[src/hdl/cphd_pkg.sv]
`default_nettype none
package cphd_pkg;

   // Field widths
   localparam int unsigned VoltW  = 16;
   localparam int unsigned TickW  = 16;
   localparam int unsigned OffW   = 16;
   localparam int unsigned ActW   = 2;
   localparam int unsigned CsrIdxW = 2;
   localparam int unsigned CsrDataW = 16;

   // Action codes
   localparam logic [ActW-1:0] ACT_TICK = 2'd0;
   localparam logic [ActW-1:0] ACT_ON   = 2'd1;
   localparam logic [ActW-1:0] ACT_OFF  = 2'd2;

   // Register indexes
   localparam logic [CsrIdxW-1:0] REG_PULLIN_VOLTAGE = 2'd0;
   localparam logic [CsrIdxW-1:0] REG_HOLD_VOLTAGE   = 2'd1;
   localparam logic [CsrIdxW-1:0] REG_PULLIN_TICKS   = 2'd2;
   localparam logic [CsrIdxW-1:0] REG_UPDATE_TICKS   = 2'd3;

   // Register reset values
   localparam logic [TickW-1:0] PULLIN_TICKS_RST = 16'd20;
   localparam logic [TickW-1:0] UPDATE_TICKS_RST = 16'd211;

   // Controller states
   typedef enum logic [1:0] {
      ST_IDLE,
      ST_DIVIDE,
      ST_RESPOND
   } ctl_state_type;

   // Controller to datapath commands
   typedef struct packed {
      logic accept;
      logic div_step;
      logic div_last;
   } dp_cmd_type;

   // Datapath to controller status
   typedef struct packed {
      logic needs_div;
   } dp_status_type;

endpackage
`default_nettype wire

[src/hdl/cphd_intf.sv]
`default_nettype none
interface cphd_req_if
   import cphd_pkg::*;
   ();
   logic             valid;
   logic             ready;
   logic [ActW-1:0]  action;
   logic [VoltW-1:0] supply_voltage;

   modport source (output valid, output action, output supply_voltage, input ready);
   modport sink   (input valid, input action, input supply_voltage, output ready);
endinterface

interface cphd_rsp_if
   import cphd_pkg::*;
   ();
   logic            valid;
   logic            ready;
   logic [OffW-1:0] off_time;
   logic            output_on;
   logic            in_pullin;
   logic            duty_updated;

   modport source (output valid, output off_time, output output_on, output in_pullin,
                   output duty_updated, input ready);
   modport sink   (input valid, input off_time, input output_on, input in_pullin,
                   input duty_updated, output ready);
endinterface
`default_nettype wire

[src/hdl/coil_pullin_hold_pwm_driver.sv]
`default_nettype none
// Relay coil PWM driver with pull-in and hold phases and supply compensation.
// Each request transaction carries a tick, on or off action and the measured
// supply; each yields exactly one response transaction with the off-time and
// the coil status. One transaction is handled at a time: an action that needs
// no duty recomputation returns its response in the cycle after acceptance;
// one that recomputes the duty with the supply above the target first steps
// the shared restoring divider through every duty bit, then responds, and the
// controller returns to idle after the response is taken. Register writes
// through the csr port take effect at the next load or recomputation.
module coil_pullin_hold_pwm_driver
   import cphd_pkg::*;
#(
   parameter int unsigned DUTY_BITS = 16
) (
   input  wire logic                clock,
   input  wire logic                reset,
   cphd_req_if.sink                 req_chan,
   cphd_rsp_if.source               rsp_chan,
   input  wire logic                csr_write,
   input  wire logic [CsrIdxW-1:0]  csr_index,
   input  wire logic [CsrDataW-1:0] csr_data
);

   dp_cmd_type    cmd;
   dp_status_type status;

   // Sequencer
   cphd_ctrl #(
      .DUTY_BITS (DUTY_BITS)
   ) u_ctrl (
      .clock     (clock),
      .reset     (reset),
      .req_valid (req_chan.valid),
      .req_ready (req_chan.ready),
      .rsp_valid (rsp_chan.valid),
      .rsp_ready (rsp_chan.ready),
      .status    (status),
      .cmd       (cmd)
   );

   // State, registers and divider
   cphd_datapath #(
      .DUTY_BITS (DUTY_BITS)
   ) u_datapath (
      .clock          (clock),
      .reset          (reset),
      .csr_write      (csr_write),
      .csr_index      (csr_index),
      .csr_data       (csr_data),
      .action         (req_chan.action),
      .supply_voltage (req_chan.supply_voltage),
      .cmd            (cmd),
      .status         (status),
      .off_time       (rsp_chan.off_time),
      .output_on      (rsp_chan.output_on),
      .in_pullin      (rsp_chan.in_pullin),
      .duty_updated   (rsp_chan.duty_updated)
   );

endmodule
`default_nettype wire

[src/hdl/cphd_ctrl.sv]
`default_nettype none
module cphd_ctrl
   import cphd_pkg::*;
#(
   parameter int unsigned DUTY_BITS = 16
) (
   input  wire logic          clock,
   input  wire logic          reset,
   input  wire logic          req_valid,
   output logic               req_ready,
   output logic               rsp_valid,
   input  wire logic          rsp_ready,
   input  wire dp_status_type status,
   output dp_cmd_type         cmd
);

   localparam int unsigned CntW = $clog2(DUTY_BITS);
   localparam logic [CntW-1:0] LastStep = CntW'(DUTY_BITS - 1);

   ctl_state_type   state_ff, state_in;
   logic [CntW-1:0] step_ff, step_in;

   // State and step counter registers
   always_ff @(posedge clock) begin
      if (reset) begin
         state_ff <= ST_IDLE;
         step_ff  <= '0;
      end else begin
         state_ff <= state_in;
         step_ff  <= step_in;
      end
   end

   // Next state and commands
   always_comb begin
      state_in     = state_ff;
      step_in      = step_ff;
      req_ready    = 1'b0;
      rsp_valid    = 1'b0;
      cmd          = '0;
      unique case (state_ff)
         ST_IDLE: begin
            req_ready = 1'b1;
            if (req_valid) begin
               cmd.accept = 1'b1;
               step_in    = '0;
               state_in   = status.needs_div ? ST_DIVIDE : ST_RESPOND;
            end
         end
         ST_DIVIDE: begin
            cmd.div_step = 1'b1;
            if (step_ff == LastStep) begin
               cmd.div_last = 1'b1;
               state_in     = ST_RESPOND;
            end else begin
               step_in = step_ff + 1'b1;
            end
         end
         ST_RESPOND: begin
            rsp_valid = 1'b1;
            if (rsp_ready) begin
               state_in = ST_IDLE;
            end
         end
         default: begin
            state_in = ST_IDLE;
         end
      endcase
   end

endmodule
`default_nettype wire

[src/hdl/cphd_datapath.sv]
`default_nettype none
module cphd_datapath
   import cphd_pkg::*;
#(
   parameter int unsigned DUTY_BITS = 16
) (
   input  wire logic                clock,
   input  wire logic                reset,
   input  wire logic                csr_write,
   input  wire logic [CsrIdxW-1:0]  csr_index,
   input  wire logic [CsrDataW-1:0] csr_data,
   input  wire logic [ActW-1:0]     action,
   input  wire logic [VoltW-1:0]    supply_voltage,
   input  wire dp_cmd_type          cmd,
   output dp_status_type            status,
   output logic [OffW-1:0]          off_time,
   output logic                     output_on,
   output logic                     in_pullin,
   output logic                     duty_updated
);

   // Configuration registers
   logic [VoltW-1:0] pullin_voltage_ff, hold_voltage_ff;
   logic [TickW-1:0] pullin_ticks_ff, update_ticks_ff;

   // Coil state
   logic             enabled_ff, pullin_ff, updated_ff;
   logic [TickW-1:0] ticks_left_ff;
   logic [OffW-1:0]  off_time_ff;

   // Divider
   logic [VoltW-1:0]     rem_ff, div_ff;
   logic [DUTY_BITS-1:0] quo_ff;

   logic             is_on, is_off, is_tick, expire, compute;
   logic [VoltW-1:0] target;
   logic [VoltW:0]   shifted, diff;
   logic             q_bit;
   logic [VoltW-1:0] rem_in;
   logic [DUTY_BITS-1:0] quo_in, duty, off_duty;
   logic [OffW-1:0]  off_new;

   // Decode the transaction against the current state
   always_comb begin
      is_on   = (action == ACT_ON);
      is_off  = (action == ACT_OFF);
      is_tick = (action == ACT_TICK) && enabled_ff;
      expire  = is_tick && (ticks_left_ff <= TickW'(1));
      compute = is_on || expire;
      target  = is_on ? pullin_voltage_ff : hold_voltage_ff;
      status.needs_div = compute && (supply_voltage > target);
   end

   // One restoring division step; duty = q*FS >> D reduces to q-1 for q>0
   always_comb begin
      shifted  = {rem_ff, 1'b0};
      diff     = shifted - {1'b0, div_ff};
      q_bit    = (shifted >= {1'b0, div_ff});
      rem_in   = q_bit ? diff[VoltW-1:0] : shifted[VoltW-1:0];
      quo_in   = {quo_ff[DUTY_BITS-2:0], q_bit};
      duty     = (quo_in == '0) ? '0 : quo_in - 1'b1;
      off_duty = ~duty;
      off_new  = OffW'(off_duty);
   end

   // Configuration writes
   always_ff @(posedge clock) begin
      if (reset) begin
         pullin_voltage_ff <= '0;
         hold_voltage_ff   <= '0;
         pullin_ticks_ff   <= PULLIN_TICKS_RST;
         update_ticks_ff   <= UPDATE_TICKS_RST;
      end else if (csr_write) begin
         unique case (csr_index)
            REG_PULLIN_VOLTAGE: pullin_voltage_ff <= csr_data;
            REG_HOLD_VOLTAGE:   hold_voltage_ff   <= csr_data;
            REG_PULLIN_TICKS:   pullin_ticks_ff   <= csr_data;
            REG_UPDATE_TICKS:   update_ticks_ff   <= csr_data;
            default: ;
         endcase
      end
   end

   // Coil state update
   always_ff @(posedge clock) begin
      if (reset) begin
         enabled_ff    <= 1'b0;
         pullin_ff     <= 1'b1;
         updated_ff    <= 1'b0;
         ticks_left_ff <= '0;
         off_time_ff   <= '0;
      end else if (cmd.accept) begin
         updated_ff <= compute;
         if (is_on) begin
            enabled_ff    <= 1'b1;
            pullin_ff     <= 1'b1;
            ticks_left_ff <= pullin_ticks_ff;
         end
         if (is_off) begin
            enabled_ff <= 1'b0;
         end
         if (expire) begin
            pullin_ff     <= 1'b0;
            ticks_left_ff <= update_ticks_ff;
         end else if (is_tick) begin
            ticks_left_ff <= ticks_left_ff - 1'b1;
         end
         // supply at or below target: full duty, zero off-time
         if (compute && !status.needs_div) begin
            off_time_ff <= '0;
         end
      end else if (cmd.div_last) begin
         off_time_ff <= off_new;
      end
   end

   // Divider registers
   always_ff @(posedge clock) begin
      if (cmd.accept) begin
         rem_ff <= target;
         div_ff <= supply_voltage;
         quo_ff <= '0;
      end else if (cmd.div_step) begin
         rem_ff <= rem_in;
         quo_ff <= quo_in;
      end
   end

   assign off_time     = off_time_ff;
   assign output_on    = enabled_ff;
   assign in_pullin    = pullin_ff;
   assign duty_updated = updated_ff;

endmodule
`default_nettype wire
[src/flat_wrapper.sv]
// flat-port wrapper written by rule: the top's interface ports become plain ports
module coil_pullin_hold_pwm_driver_flat import cphd_pkg::*;
#(
   parameter int unsigned DUTY_BITS = 16
)
  (clock, reset, csr_write, csr_index, csr_data, req_chan_valid, req_chan_action, req_chan_supply_voltage, req_chan_ready, rsp_chan_valid, rsp_chan_off_time, rsp_chan_output_on, rsp_chan_in_pullin, rsp_chan_duty_updated, rsp_chan_ready);
  cphd_req_if req_chan_i ();
  cphd_rsp_if rsp_chan_i ();
  input  wire logic clock;
  input  wire logic reset;
  input  wire logic csr_write;
  input  wire logic [CsrIdxW-1:0] csr_index;
  input  wire logic [CsrDataW-1:0] csr_data;
  input wire logic [$bits(req_chan_i.valid)-1:0] req_chan_valid;
  input wire logic [$bits(req_chan_i.action)-1:0] req_chan_action;
  input wire logic [$bits(req_chan_i.supply_voltage)-1:0] req_chan_supply_voltage;
  output wire logic [$bits(req_chan_i.ready)-1:0] req_chan_ready;
  output wire logic [$bits(rsp_chan_i.valid)-1:0] rsp_chan_valid;
  output wire logic [$bits(rsp_chan_i.off_time)-1:0] rsp_chan_off_time;
  output wire logic [$bits(rsp_chan_i.output_on)-1:0] rsp_chan_output_on;
  output wire logic [$bits(rsp_chan_i.in_pullin)-1:0] rsp_chan_in_pullin;
  output wire logic [$bits(rsp_chan_i.duty_updated)-1:0] rsp_chan_duty_updated;
  input wire logic [$bits(rsp_chan_i.ready)-1:0] rsp_chan_ready;
  assign req_chan_i.valid = req_chan_valid;
  assign req_chan_i.action = req_chan_action;
  assign req_chan_i.supply_voltage = req_chan_supply_voltage;
  assign req_chan_ready = req_chan_i.ready;
  assign rsp_chan_valid = rsp_chan_i.valid;
  assign rsp_chan_off_time = rsp_chan_i.off_time;
  assign rsp_chan_output_on = rsp_chan_i.output_on;
  assign rsp_chan_in_pullin = rsp_chan_i.in_pullin;
  assign rsp_chan_duty_updated = rsp_chan_i.duty_updated;
  assign rsp_chan_i.ready = rsp_chan_ready;
  coil_pullin_hold_pwm_driver #(.DUTY_BITS(DUTY_BITS)) u_core (.clock(clock), .reset(reset), .req_chan(req_chan_i), .rsp_chan(rsp_chan_i), .csr_write(csr_write), .csr_index(csr_index), .csr_data(csr_data));
endmodule
[config.mk]
export PLATFORM = sky130hd
export DESIGN_NAME = coil_pullin_hold_pwm_driver_flat
export DESIGN_NICKNAME = d
export VERILOG_FILES = /design/src/hdl/cphd_pkg.sv /design/src/hdl/cphd_intf.sv /design/src/hdl/coil_pullin_hold_pwm_driver.sv /design/src/hdl/cphd_ctrl.sv /design/src/hdl/cphd_datapath.sv /design/src/flat_wrapper.sv
export SDC_FILE = /design/constraint.sdc
export NUM_CORES = 1
export LEC_CHECK = 0
export BUFFER_PORTS_ARGS = -buffer_cell sky130_fd_sc_hd__buf_2
export CAP_MARGIN = 10
export CORE_MARGIN = 4
export CORE_UTILIZATION = 40
export DETAILED_ROUTE_END_ITERATION = 10
export GPL_ROUTABILITY_DRIVEN = 0
export SYNTH_ARGS = -nofsm -noshare
export SYNTH_HDL_FRONTEND = slang
export SYNTH_SLANG_ARGS = --single-unit
[constraint.sdc]
create_clock -name clock -period 4.9 [get_ports clock]
set_input_delay 0.98 -clock clock [delete_from_list [all_inputs] [get_ports clock]]
set_output_delay 0.98 -clock clock [all_outputs]
set_load 0.02 [all_outputs]
==> metrics.md <==
| Metric | Value |
|---|---|
| Outcome | `finished clean` |
| Clock Tree Buf Depth | `2` |
| Cts bufs inserted | `17` |
| Leakage | `around 3.6 nW` |
| Setup Viol. Count Final | `0` |
| RSZ-0062 raised after global routing | `no` |
| Xor/xnor share of the synthesized area | `0.0334` |
| Hold Vio Cnt, Final | `0` |
| Simple-Gate Fraction of Synth Area | `0.211` |
| Fmax | `between 0.2 and 0.3 GHz` |
| Detail Route Antenna Nets | `0` |
| Crit end category | `flip-flop` |
| Crit path cell chain | `buf_2 > inv_1 > ha_1 > buf_4 > mux2_2 > ha_1 > nand4_1 > nor4_1 > nand3b_1 > o32a_1 > a311oi_2 > buf_4 > a22o_1` |
| Port buffer count | `between 60 and 70` |
| Hold_buf cts | `0` |
| Net Switching | `between 1 and 1.5 mW` |
| Overflow left after global routing | `0` |
| Cells on worst reg2reg path | `14` |
| Root Driver | `clkbuf_16` |
| Worst setup path endpoint | `u_core.u_datapath.off_time[13]` |
| Final Core Density | `0.466` |
| Htree depth | `4` |
| Layout area overhead | `14.9%` |
| TritonRoute pass-1 iters | `4` |
| Net Count, Synth | `a little over 1000` |
| Design area | `9040 sq um` |
| Gate count after technology mapping | `~940` |
| Clk_lat worst skew | `around 0.42 ns` |
| Number of fill cells in the layout | `about 2000` |
| Starting density of the core | `0.406` |
| Vias in the first global route | `between 6000 and 7000` |
| Dpl hpwl | `13500 um` |
| Slowest-stage cell, CP | `nor4_1` |
| Mapped Area | `~7900 sq um` |
| Tmin final | `~3.5 ns` |
| Flop pwr share | `0.372` |
| Clk pin slew, worst setup/hold paths | `0.06 ns` |
| WP data arrival | `3.84 ns` |
| Critical setup path kind | `input pin to flip-flop` |
| Io pins | `62` |
| Routed WL | `19300 um` |
| DR WL/cell | `between 15 and 20 um` |
| Mux contribution to synthesized area | `0.0434` |
| Most frequent cells after synthesis | `nand2_1, dfxtp_1, a21oi_1` |
| Element type at the critical path start | `input pin` |
| Syn. warnings | `0` |
| Count leader, synth | `nand2_1` |
| Placed cell area | `8410 sq um` |
| GRT Overall Usage | `0.180` |
| #FFs+latches synth | `between 150 and 200` |
| Worst Clk Skew | `~0.0075 ns` |
| Netlist cell types | `60` |
| R2r startpoint | `u_core.u_datapath.div_ff[1]` |
| Global-route wire length before repair | `32300 um` |
| Ant. Diodes | `0` |
| Average size of a mapped cell | `between 8 and 9 sq um` |
| Die area | `between 20000 and 25000 sq um` |
| Synth area leaders | `dfxtp_1, edfxtp_1, nand2_1, ha_1, a21oi_1` |
| Rows | `51` |
| Number of flops mapped to enable cells by yosys | `32` |
| Sw Share | `0.306` |
| Final period utilization | `0.719` |
| Power per cell area | `~430 nW/um^2` |
| Die Height | `roughly 150 um` |
| Largest net degree at the start of global routing | `between 80 and 90` |
| Largest family of logic cells by synthesized area | `simple AND/OR/NAND/NOR gates` |
| Comb pwr share | `0.263` |
| Class of the worst hold path | `flip-flop to flip-flop` |
| CTS tree | `yes` |
| Synth Area in Compound Gates | `0.179` |
| # clock sinks | `roughly 150` |
| Synth top area share | `0.305` |
| Async set or reset register ratio after synthesis | `0` |
| Chip width | `between 100 and 150 um` |
| Setup Total Neg Slack | `0 ns` |
| Initial antenna violation count | `0` |
| Vias per Instance | `5.25` |
| Nets | `roughly 1100` |
| Slew margin rel. | `0.301` |
| Max Cap Viol | `0` |
| Largest area contributor in the netlist | `dfxtp_1` |
| Via count | `6594` |
| Worst slew pin tran | `1.04 ns` |
| DR iter-0 viols | `roughly 340` |
| Slew Limit Fails | `0` |
| Resize count post-CTS | `0` |
| Seq/Total Area, Yosys | `0.427` |
| Crit path required time | `5.22 ns` |
| Share of layout cells above drive strength 1 | `0.125` |
| CP max FO | `20` |
| Flop-to-flop setup slack | `about 1.4 ns` |
| Area share of fa/ha/maj cells after synthesis | `0.0645` |
| Synth Flop Type | `dfxtp_1` |
| FF-to-FF End | `u_core.u_datapath.off_time[3]` |
| Postcts setup bufs | `0` |
| Pint | `2.70 mW` |
| Worst Setup SP | `req_chan_action[1]` |
| Core area | `19400 sq um` |
| Drt drc | `0` |
| Peak VDD IR | `between 0.2 and 0.3 mV` |
| CP peak stage delay | `approximately 0.46 ns` |
| Clock share of power | `0.366` |
-- cells in the final DEF, fill, tap and decap left out, types with 19 or more instances in the layout --
| master | count |
|---|---|
| a211oi_1 | 33 |
| a21oi_1 | 96 |
| buf_2 | 61 |
| dfxtp_1 | 120 |
| edfxtp_1 | 32 |
| ha_1 | 39 |
| inv_1 | 33 |
| mux2i_1 | 33 |
| nand2_1 | 192 |
| nor2_1 | 67 |
| nor3_1 | 19 |
| o21ai_0 | 45 |
-- routing by layer --
layer / track usage / part of all wire
met4: 0.0522 / 0.014
met5: 0 / 0
met2: 0.297 / 0.46
met1: 0.242 / 0.49
met3: 0.0350 / 0.037
-- stage by stage --
step	std cells	setup WS (ns)	hold slack [ns]	power (mW)
final	1255	1.38	0.433	3.89
after global routing	1255	1.07	0.451	4.10
after CTS	1255	1.38	0.437	3.92
after detailed placement	1223	0.990	0.426	2.49
after global placement	1223	1.09	0.423	2.49
after floorplan	937	0.649	0.433	2.23
-- power groups by stage --
stage               Combinational, mW  Clock [mW]  Sequential (mW)
finish                           1.02        1.42             1.45
global route                     1.15        1.49             1.46
CTS                              1.02        1.45             1.45
detailed placement               1.02           0             1.47
global placement                 1.02           0             1.47
floorplan                       0.780           0             1.45
-- logic make-up after synthesis --
group	Yosys count
AO/OA/AOI/OAI	231
XOR/XNOR	30
adder cells (fa/ha/maj)	40
buffers and inverters	87
flip-flops	152
multiplexers	34
AND/OR/NAND/NOR	363
-- how the worst min path moves through the flow --
stage,start,end,cells after the start
after global placement,u_core.u_datapath.off_time[2],u_core.u_datapath.off_time[2],2
after global routing,u_core.u_datapath.off_time[8],u_core.u_datapath.off_time[8],2
final,u_core.u_datapath.off_time[7],u_core.u_datapath.off_time[7],2
after CTS,u_core.u_datapath.off_time[7],u_core.u_datapath.off_time[7],2
after detailed placement,u_core.u_datapath.off_time[7],u_core.u_datapath.off_time[7],2
after floorplan,u_core.u_datapath.pullin_voltage_ff[0],u_core.u_datapath.pullin_voltage_ff[0],2
-- critical path: cells and delay by family --
family,cells,cell delay [ns]
AOI/OAI and AO/OA,3,0.56
adders and majority gates,2,0.41
buffers and inverters,4,0.70
muxes,1,0.40
and+or+nand+nor,3,0.77
-- state kept, by name (all words and copies together), names as in the netlist, 15 cells and up --
signal,cells
u_core.u_datapath.div_ff,16
u_core.u_datapath.hold_voltage_ff,16
u_core.u_datapath.off_time,16
u_core.u_datapath.pullin_ticks_ff,16
u_core.u_datapath.pullin_voltage_ff,16
u_core.u_datapath.quo_ff,15
u_core.u_datapath.rem_ff,16
u_core.u_datapath.ticks_left_ff,16
u_core.u_datapath.update_ticks_ff,16
-- area by class of cell --
class                           count  area [sq um]  area share
Clock buffer                       21           472      0.0522
Clock inverter                     11           164      0.0181
Inverter                           34           128      0.0141
Multi-Input combinational cell    698          4180       0.463
Sequential cell                   152          3360       0.372
Tap cell                          265           332      0.0367
Timing Repair Buffer               74           403      0.0445
No activity file was read; power rests on OpenSTA's default activity.
